### src/erot_pkg.sv
// Shared types, widths and the quarter-wave sine table for the Euler point rotator.
// No dependencies; every other file imports this package.
`timescale 1ns / 1ps
`default_nettype none

package erot_pkg;

  localparam int unsigned SINE_TABLE_BITS = 10;
  localparam int unsigned COORD_W         = 24;
  localparam int unsigned ANGLE_W         = 16;
  localparam int unsigned COEF_W          = 16;
  localparam int unsigned FRAC_W          = 15;
  localparam int unsigned PROD_W          = COEF_W + COORD_W;
  localparam int unsigned SUM_W           = PROD_W + 1;
  localparam int unsigned QUARTER_LEN     = 1 << SINE_TABLE_BITS;
  localparam int unsigned LUT_W           = 15;

  localparam longint unsigned HALF_PI_Q30 = 64'd1686629713;
  localparam longint          Q30_ONE     = 64'sd1 << 30;

  localparam logic [ANGLE_W-1:0] ANGLE_RESET = ANGLE_W'(10430);
  localparam logic [ANGLE_W-1:0] QUARTER_TURN = ANGLE_W'(16384);

  // APB register map, one word per register
  localparam int unsigned PADDR_W = 4;
  localparam int unsigned PDATA_W = 32;
  typedef enum logic [1:0] {
    REG_ANGLE_X = 2'd0,
    REG_ANGLE_Y = 2'd1,
    REG_ANGLE_Z = 2'd2
  } reg_idx_e;

  typedef logic signed [COORD_W-1:0] coord_t;
  typedef logic signed [COEF_W-1:0]  coef_val_t;
  typedef logic signed [PROD_W-1:0]  prod_t;
  typedef logic signed [SUM_W-1:0]   sum_t;

  typedef struct packed {
    coef_val_t cos_v;
    coef_val_t sin_v;
  } coef_t;

  typedef logic [LUT_W-1:0] sine_lut_t [0:QUARTER_LEN];

  // Taylor series through x^15 in Q30, scaled to Q1.15 with round half up
  function automatic sine_lut_t build_sine();
    sine_lut_t         lut;
    longint unsigned   x;
    longint unsigned   term;
    longint unsigned   scaled;
    longint            sum;
    for (int i = 0; i <= int'(QUARTER_LEN); i++) begin
      x    = (longint'(i) * HALF_PI_Q30) >> SINE_TABLE_BITS;
      term = x;
      sum  = longint'(x);
      for (int k = 1; k <= 7; k++) begin
        term = (term * x) >> 30;
        term = (term * x) >> 30;
        case (k)
          1: term = term / 64'd6;
          2: term = term / 64'd20;
          3: term = term / 64'd42;
          4: term = term / 64'd72;
          5: term = term / 64'd110;
          6: term = term / 64'd156;
          default: term = term / 64'd210;
        endcase
        if (k[0]) begin
          sum = sum - longint'(term);
        end else begin
          sum = sum + longint'(term);
        end
      end
      if (sum < 0) begin
        sum = 0;
      end
      if (sum > Q30_ONE) begin
        sum = Q30_ONE;
      end
      scaled = (longint'(sum) * 64'd32767 + (64'd1 << 29)) >> 30;
      if (scaled > 64'd32767) begin
        scaled = 64'd32767;
      end
      lut[i] = LUT_W'(scaled);
    end
    return lut;
  endfunction

  localparam sine_lut_t SINE_LUT = build_sine();

  function automatic coef_val_t sine_lookup(input logic [ANGLE_W-1:0] a);
    logic [SINE_TABLE_BITS:0] idx;
    coef_val_t                v;
    idx = {1'b0, a[ANGLE_W-3 -: SINE_TABLE_BITS]};
    if (a[ANGLE_W-2]) begin
      idx = (SINE_TABLE_BITS + 1)'(QUARTER_LEN) - idx;
    end
    v = {1'b0, SINE_LUT[idx]};
    return a[ANGLE_W-1] ? -v : v;
  endfunction

  function automatic coef_t coef_lookup(input logic [ANGLE_W-1:0] a);
    coef_t r;
    r.sin_v = sine_lookup(a);
    r.cos_v = sine_lookup(a + QUARTER_TURN);
    return r;
  endfunction

  localparam coef_t COEF_RESET = coef_lookup(ANGLE_RESET);

  // floor shift by FRAC_W, then clamp to the coordinate range
  function automatic coord_t shift_sat(input sum_t v);
    sum_t sh;
    sh = v >>> FRAC_W;
    if ((&sh[SUM_W-1:COORD_W-1]) || !(|sh[SUM_W-1:COORD_W-1])) begin
      return sh[COORD_W-1:0];
    end else if (sh[SUM_W-1]) begin
      return {1'b1, {(COORD_W-1){1'b0}}};
    end else begin
      return {1'b0, {(COORD_W-1){1'b1}}};
    end
  endfunction

endpackage

`default_nettype wire

### src/erot_step.sv
// One planar rotation: a' = c*a - s*b, b' = s*a + c*b, third coordinate carried along.
// Two register stages (products, then shift and saturate). Depends on erot_pkg.
`timescale 1ns / 1ps
`default_nettype none

module erot_step import erot_pkg::*; (
  input  wire logic  clk_i,
  input  wire logic  rst_ni,
  input  wire coef_t coef_i,
  input  wire logic  in_valid_i,
  output logic       in_ready_o,
  input  wire coord_t a_i,
  input  wire coord_t b_i,
  input  wire coord_t p_i,
  output logic       out_valid_o,
  input  wire logic  out_ready_i,
  output coord_t     a_o,
  output coord_t     b_o,
  output coord_t     p_o
);

  logic   mv_q, sv_q;
  logic   en_m, en_s;
  prod_t  ca_q, sb_q, sa_q, cb_q;
  coord_t mp_q;
  coord_t a_q, b_q, p_q;
  sum_t   sum_a, sum_b;

  // a stage loads when it is empty or its contents move on
  assign en_s       = !sv_q || out_ready_i;
  assign en_m       = !mv_q || en_s;
  assign in_ready_o = en_m;

  always_ff @(posedge clk_i or negedge rst_ni) begin
    if (!rst_ni) begin
      mv_q <= 1'b0;
      sv_q <= 1'b0;
    end else begin
      if (en_m) begin
        mv_q <= in_valid_i;
      end
      if (en_s) begin
        sv_q <= mv_q;
      end
    end
  end

  always_ff @(posedge clk_i) begin
    if (en_m) begin
      ca_q <= prod_t'(coef_i.cos_v * a_i);
      sb_q <= prod_t'(coef_i.sin_v * b_i);
      sa_q <= prod_t'(coef_i.sin_v * a_i);
      cb_q <= prod_t'(coef_i.cos_v * b_i);
      mp_q <= p_i;
    end
  end

  assign sum_a = sum_t'(ca_q) - sum_t'(sb_q);
  assign sum_b = sum_t'(sa_q) + sum_t'(cb_q);

  always_ff @(posedge clk_i) begin
    if (en_s) begin
      a_q <= shift_sat(sum_a);
      b_q <= shift_sat(sum_b);
      p_q <= mp_q;
    end
  end

  assign out_valid_o = sv_q;
  assign a_o         = a_q;
  assign b_o         = b_q;
  assign p_o         = p_q;

endmodule

`default_nettype wire

### config.mk
export PLATFORM = sky130hd
export DESIGN_NAME = erot_step
export DESIGN_NICKNAME = d
export VERILOG_FILES = /design/src/erot_pkg.sv /design/src/erot_step.sv
export SDC_FILE = /design/constraint.sdc
export NUM_CORES = 2
export LEC_CHECK = 0
export ABC_AREA = 0
export BUFFER_PORTS_ARGS = -buffer_cell sky130_fd_sc_hd__buf_4
export CAP_MARGIN = 20
export CELL_PAD_IN_SITES_DETAIL_PLACEMENT = 1
export CELL_PAD_IN_SITES_GLOBAL_PLACEMENT = 2
export CORE_UTILIZATION = 35
export DETAILED_ROUTE_END_ITERATION = 6
export PLACE_DENSITY_LB_ADDON = 0.12
export SLEW_MARGIN = 5
export SYNTH_ARGS = -nofsm -noshare
export SYNTH_HDL_FRONTEND = slang
export SYNTH_SLANG_ARGS = --single-unit
### constraint.sdc
create_clock -name clk_i -period 13.9 [get_ports clk_i]
set_input_delay 2.78 -clock clk_i [delete_from_list [all_inputs] [get_ports clk_i]]
set_output_delay 2.78 -clock clk_i [all_outputs]
set_load 0.005 [all_outputs]
==> reports/metrics.json <==
{
  "run_status": {"value": "completed"},
  "timing.critical_path.to_type": {"value": "flip-flop"},
  "worst_pin_slew": {"value": 1.047, "unit": "ns"},
  "detail_route.wirelength": {"value": 193700, "unit": "um"},
  "top_signal_layer_used": {"value": "met5"},
  "fp.dieW": {"value": 435.8, "unit": "um"},
  "cap_violations": {"value": 0},
  "numClockSinks": {"value": 258},
  "root_buffer": {"value": "clkbuf_16"},
  "chipHeight": {"value": 435.8, "unit": "um"},
  "unrepaired_setup_endpoints_after_global_routing": {"value": "no"},
  "n_fill_cell": {"value": 21310},
  "multiInputGateArea": {"value": 50200, "unit": "sq um"},
  "path_cells": {"value": "buf_4 > nand2_1 > fa_1 > fa_1 > inv_1 > fa_1 > ha_1 > inv_1 > fa_1 > fa_1 > inv_1 > ha_1 > or3_1 > a211oi_1 > o31ai_1 > a2111oi_0 > buf_4 > o31a_1 > o21a_1 > a21oi_1 > a41o_1 > o41a_1 > xnor2_1"},
  "wl_met2": {"value": 93460, "unit": "um"},
  "slew_headroom": {"value": 29.59, "unit": "%"},
  "crit_top_cell": {"value": "fa_1"},
  "setup_violations": {"value": 0},
  "synth_top_cell_by_area": {"value": "fa_1"},
  "row_count": {"value": 158},
  "clk_path_buf_depth": {"value": 3},
  "post_synthesis_mean_instance_area": {"value": 9.465, "unit": "sq um"},
  "clock.fmax": {"value": 103.0, "unit": "MHz"},
  "core_box_area": {"value": 186200, "unit": "sq um"},
  "route.detailed.drc": {"value": 0},
  "met1_length": {"value": 90480, "unit": "um"},
  "yosys-top-cells-area": {"value": "fa_1 (45%), edfxtp_1 (12%), inv_1 (10%), ha_1 (8.9%), and2_1 (5.7%)"},
  "first_global_vias": {"value": 51310},
  "vias_per_cell": {"value": 4.796},
  "synth-edff-count": {"value": 256},
  "gr_usage_total": {"value": 21.23, "unit": "%"},
  "dominantRegCellSynth": {"value": "edfxtp_1"},
  "critical_path_arrival": {"value": 10.09, "unit": "ns"},
  "slowest_delay": {"value": 0.69, "unit": "ns"},
  "finalClockSkew": {"value": 0.04629, "unit": "ns"},
  "post-route-min-period": {"value": 9.706, "unit": "ns"},
  "initial_core_util": {"value": 35.36, "unit": "%"},
  "h_tree_depth": {"value": 2},
  "insertion_delay": {"value": 0.66, "unit": "ns"},
  "tritoncts": {"value": "done"},
  "yosysWarnings": {"value": 0},
  "fin_nets": {"value": 8952},
  "largest_net_degree_at_the_start_of_global_routing": {"value": 58},
  "critical-path-slowest-cell": {"value": "a211oi_1"},
  "synth_top_cell_area_share": {"value": 45.48, "unit": "%"},
  "crit_path_buf_inv_count": {"value": 5},
  "port-buffer-count": {"value": 181},
  "met3_routed_length": {"value": 5204, "unit": "um"},
  "die_area": {"value": 189900, "unit": "sq um"},
  "synth_area": {"value": 65850, "unit": "sq um"},
  "routedWlPerCell": {"value": 20.62, "unit": "um"},
  "antenna_violations_before_repair": {"value": 18},
  "ys_seq_elements": {"value": 258},
  "drt_pass1_iterations": {"value": 7},
  "setup-tns-final": {"value": 0, "unit": "ns"},
  "num_vias": {"value": 45050},
  "synth_fp_nets": {"value": 9031},
  "timing.final.hold_violations": {"value": 0},
  "count_of_nets_left_with_antenna_violations_after_detail_routing": {"value": 0},
  "grt_remaining_overflow": {"value": 0},
  "min_path_type": {"value": "flip-flop to flip-flop"},
  "setup.worst_path.class": {"value": "input pin to flip-flop"},
  "syn_inst": {"value": 6957},
  "seq_area": {"value": 7737, "unit": "sq um"},
  "post-route-period-util": {"value": 69.83, "unit": "%"},
  "drive_gt1_share": {"value": 4.055, "unit": "%"},
  "post_cts.resized_instances": {"value": 0},
  "worst_setup_path_start_kind": {"value": "input pin"},
  "io_pins": {"value": 182},
  "slew_viol_final": {"value": 0},
  "dp_hpwl": {"value": 150100, "unit": "um"},
  "cts_post_setup_buffers_inserted": {"value": 0},
  "drt_iter0_drc": {"value": 1914},
  "grt_pass1_wl": {"value": 308400, "unit": "um"},
  "gpl.final_weighted_congestion": {"value": 0.7925},
  "synth_async_sr_flop_share": {"value": 0.7752, "unit": "%"},
  "syn_to_final_growth": {"value": 7.135, "unit": "%"},
  "synth_sequential_area_ratio": {"value": 11.75, "unit": "%"},
  "hold_ws": {"value": 0.4154, "unit": "ns"},
  "worst-endpoint-required": {"value": 14.28, "unit": "ns"},
  "numCtsBuffers": {"value": 38},
  "synth_cell_types": {"value": 66},
  "number_of_buffers_inserted_by_hold_repair_at_cts": {"value": 0},
  "cp_top_family": {"value": "adder cells"},
  "worst_setup_hold_path_clk_slew": {"value": 0.06, "unit": "ns"},
  "crit_path_max_fanout": {"value": 48}
}
[metal layers]
layer / vias up / track usage, %
met2: 535 / 35.31
met5: - / 0
li1: 20280 / -
met4: 6 / 4.856
met3: 137 / 1.775
met1: 24100 / 29.98
[stage by stage]
step           setup WS, ns  std cells  util, %  instance area, sq um
5_1_grt               3.854       9390    37.88                 70540
3_3_place_gp          3.670       9318    37.21                 69290
4_1_cts               4.223       9385    37.87                 70530
3_5_place_dp          3.503       9318    37.21                 69290
6_report              4.194       9393    37.88                 70550
2_1_floorplan         4.100       6957        -                 65850
[cells in the mapped netlist (all sizes together) (27+ instances only)]
| cell type | instances |
|---|---|
| nand3 | 34 |
| o21ai | 134 |
| and2 | 604 |
| xnor2 | 164 |
| nor3 | 27 |
| edfxtp | 256 |
| fa | 1496 |
| nor2 | 149 |
| a21o | 108 |
| inv | 1784 |
| clkbuf | 320 |
| ha | 470 |
| xor2 | 56 |
| nand2b | 44 |
| a21oi | 163 |
| nand2 | 896 |
[layout make-up]
cell class	count	area share (%)
clock buffers	46	1.421
diodes	8	0.02838
well taps	2480	4.398
clock inverters	21	0.3387
multi-input cells	4590	71.16
flip-flops and latches	258	10.97
repair buffers	206	2.192
inverters	1784	9.492
[state kept, by name (all words and copies together), names as in the netlist, 24 cells and up]
name  flops
ca_q     40
cb_q     40
sa_q     40
sb_q     40
a_o      24
b_o      24
mp_q     24
p_o      24
[worst reg2reg max path, cell delays in order, from the launching register on]
cell and delay [ns]:
edfxtp_1 0.39, ha_1 0.33, a21oi_1 0.21, a211oi_1 0.15
o221a_2 0.34, a311o_1 0.46, a221oi_2 0.42, o21ai_1 0.38
a21boi_1 0.42, o21bai_1 0.21, nor3_1 0.21, a311o_1 0.81
o21ai_0 0.59
[placed cells by master (no fill, tap or decap), types with 5 or more instances in the layout]
master     instances
nor2b_1           26
a31oi_1           14
inv_1           1784
xnor2_1          164
nand2b_1          43
o21ai_0          128
a311oi_1           5
o21bai_1          26
a211oi_1          11
and3_1            17
nor3_1            27
o211ai_1           6
o21a_1            24
edfxtp_1         256
nand3_1           34
nand4_1           17
a31o_2             7
a21boi_0           8
and4_1             6
diode_2            8
o31ai_1            9
xor2_1            56
ha_1             470
a211o_1            5
buf_4            206
a21oi_1          160
nor2_1           149
a21o_1           107
nand2_1          896
fa_1            1496
clkinv_1           7
clkbuf_16         39
and2_1           604
or3_1              8
o21ai_1            6
clkbuf_1           7
[logic make-up (layout without fill, tap and decap cells)]
logic type,count (synthesis),after routing,share of synthesized area [%]
compound gates,559,559,5.402
mux,1,1,0.01520
simple gates,1844,1844,13.48
other cells,0,8,0
xor+xnor,220,220,2.926
fa+ha+maj,1966,1966,54.41
buf+inv,2109,2057,12.02
flops,258,258,11.75
[path summary, 6_finish.rpt]
check,slack [ns],start,to,cells past startpoint
setup / recovery,4.19,coef_i[18],ca_q[39],23
min in group asynchronous,1.93,rst_ni,out_valid_o,1
setup reg to reg,8.61,sa_q[2],b_o[22],12
hold / removal,0.42,mp_q[8],p_o[8],0
max in group asynchronous,11.88,rst_ni,mv_q,1
hold reg to reg,0.42,mp_q[8],p_o[8],0
Power is not shown: default switching activity piles up to over one toggle a cycle in this logic, so the estimate is an artifact.
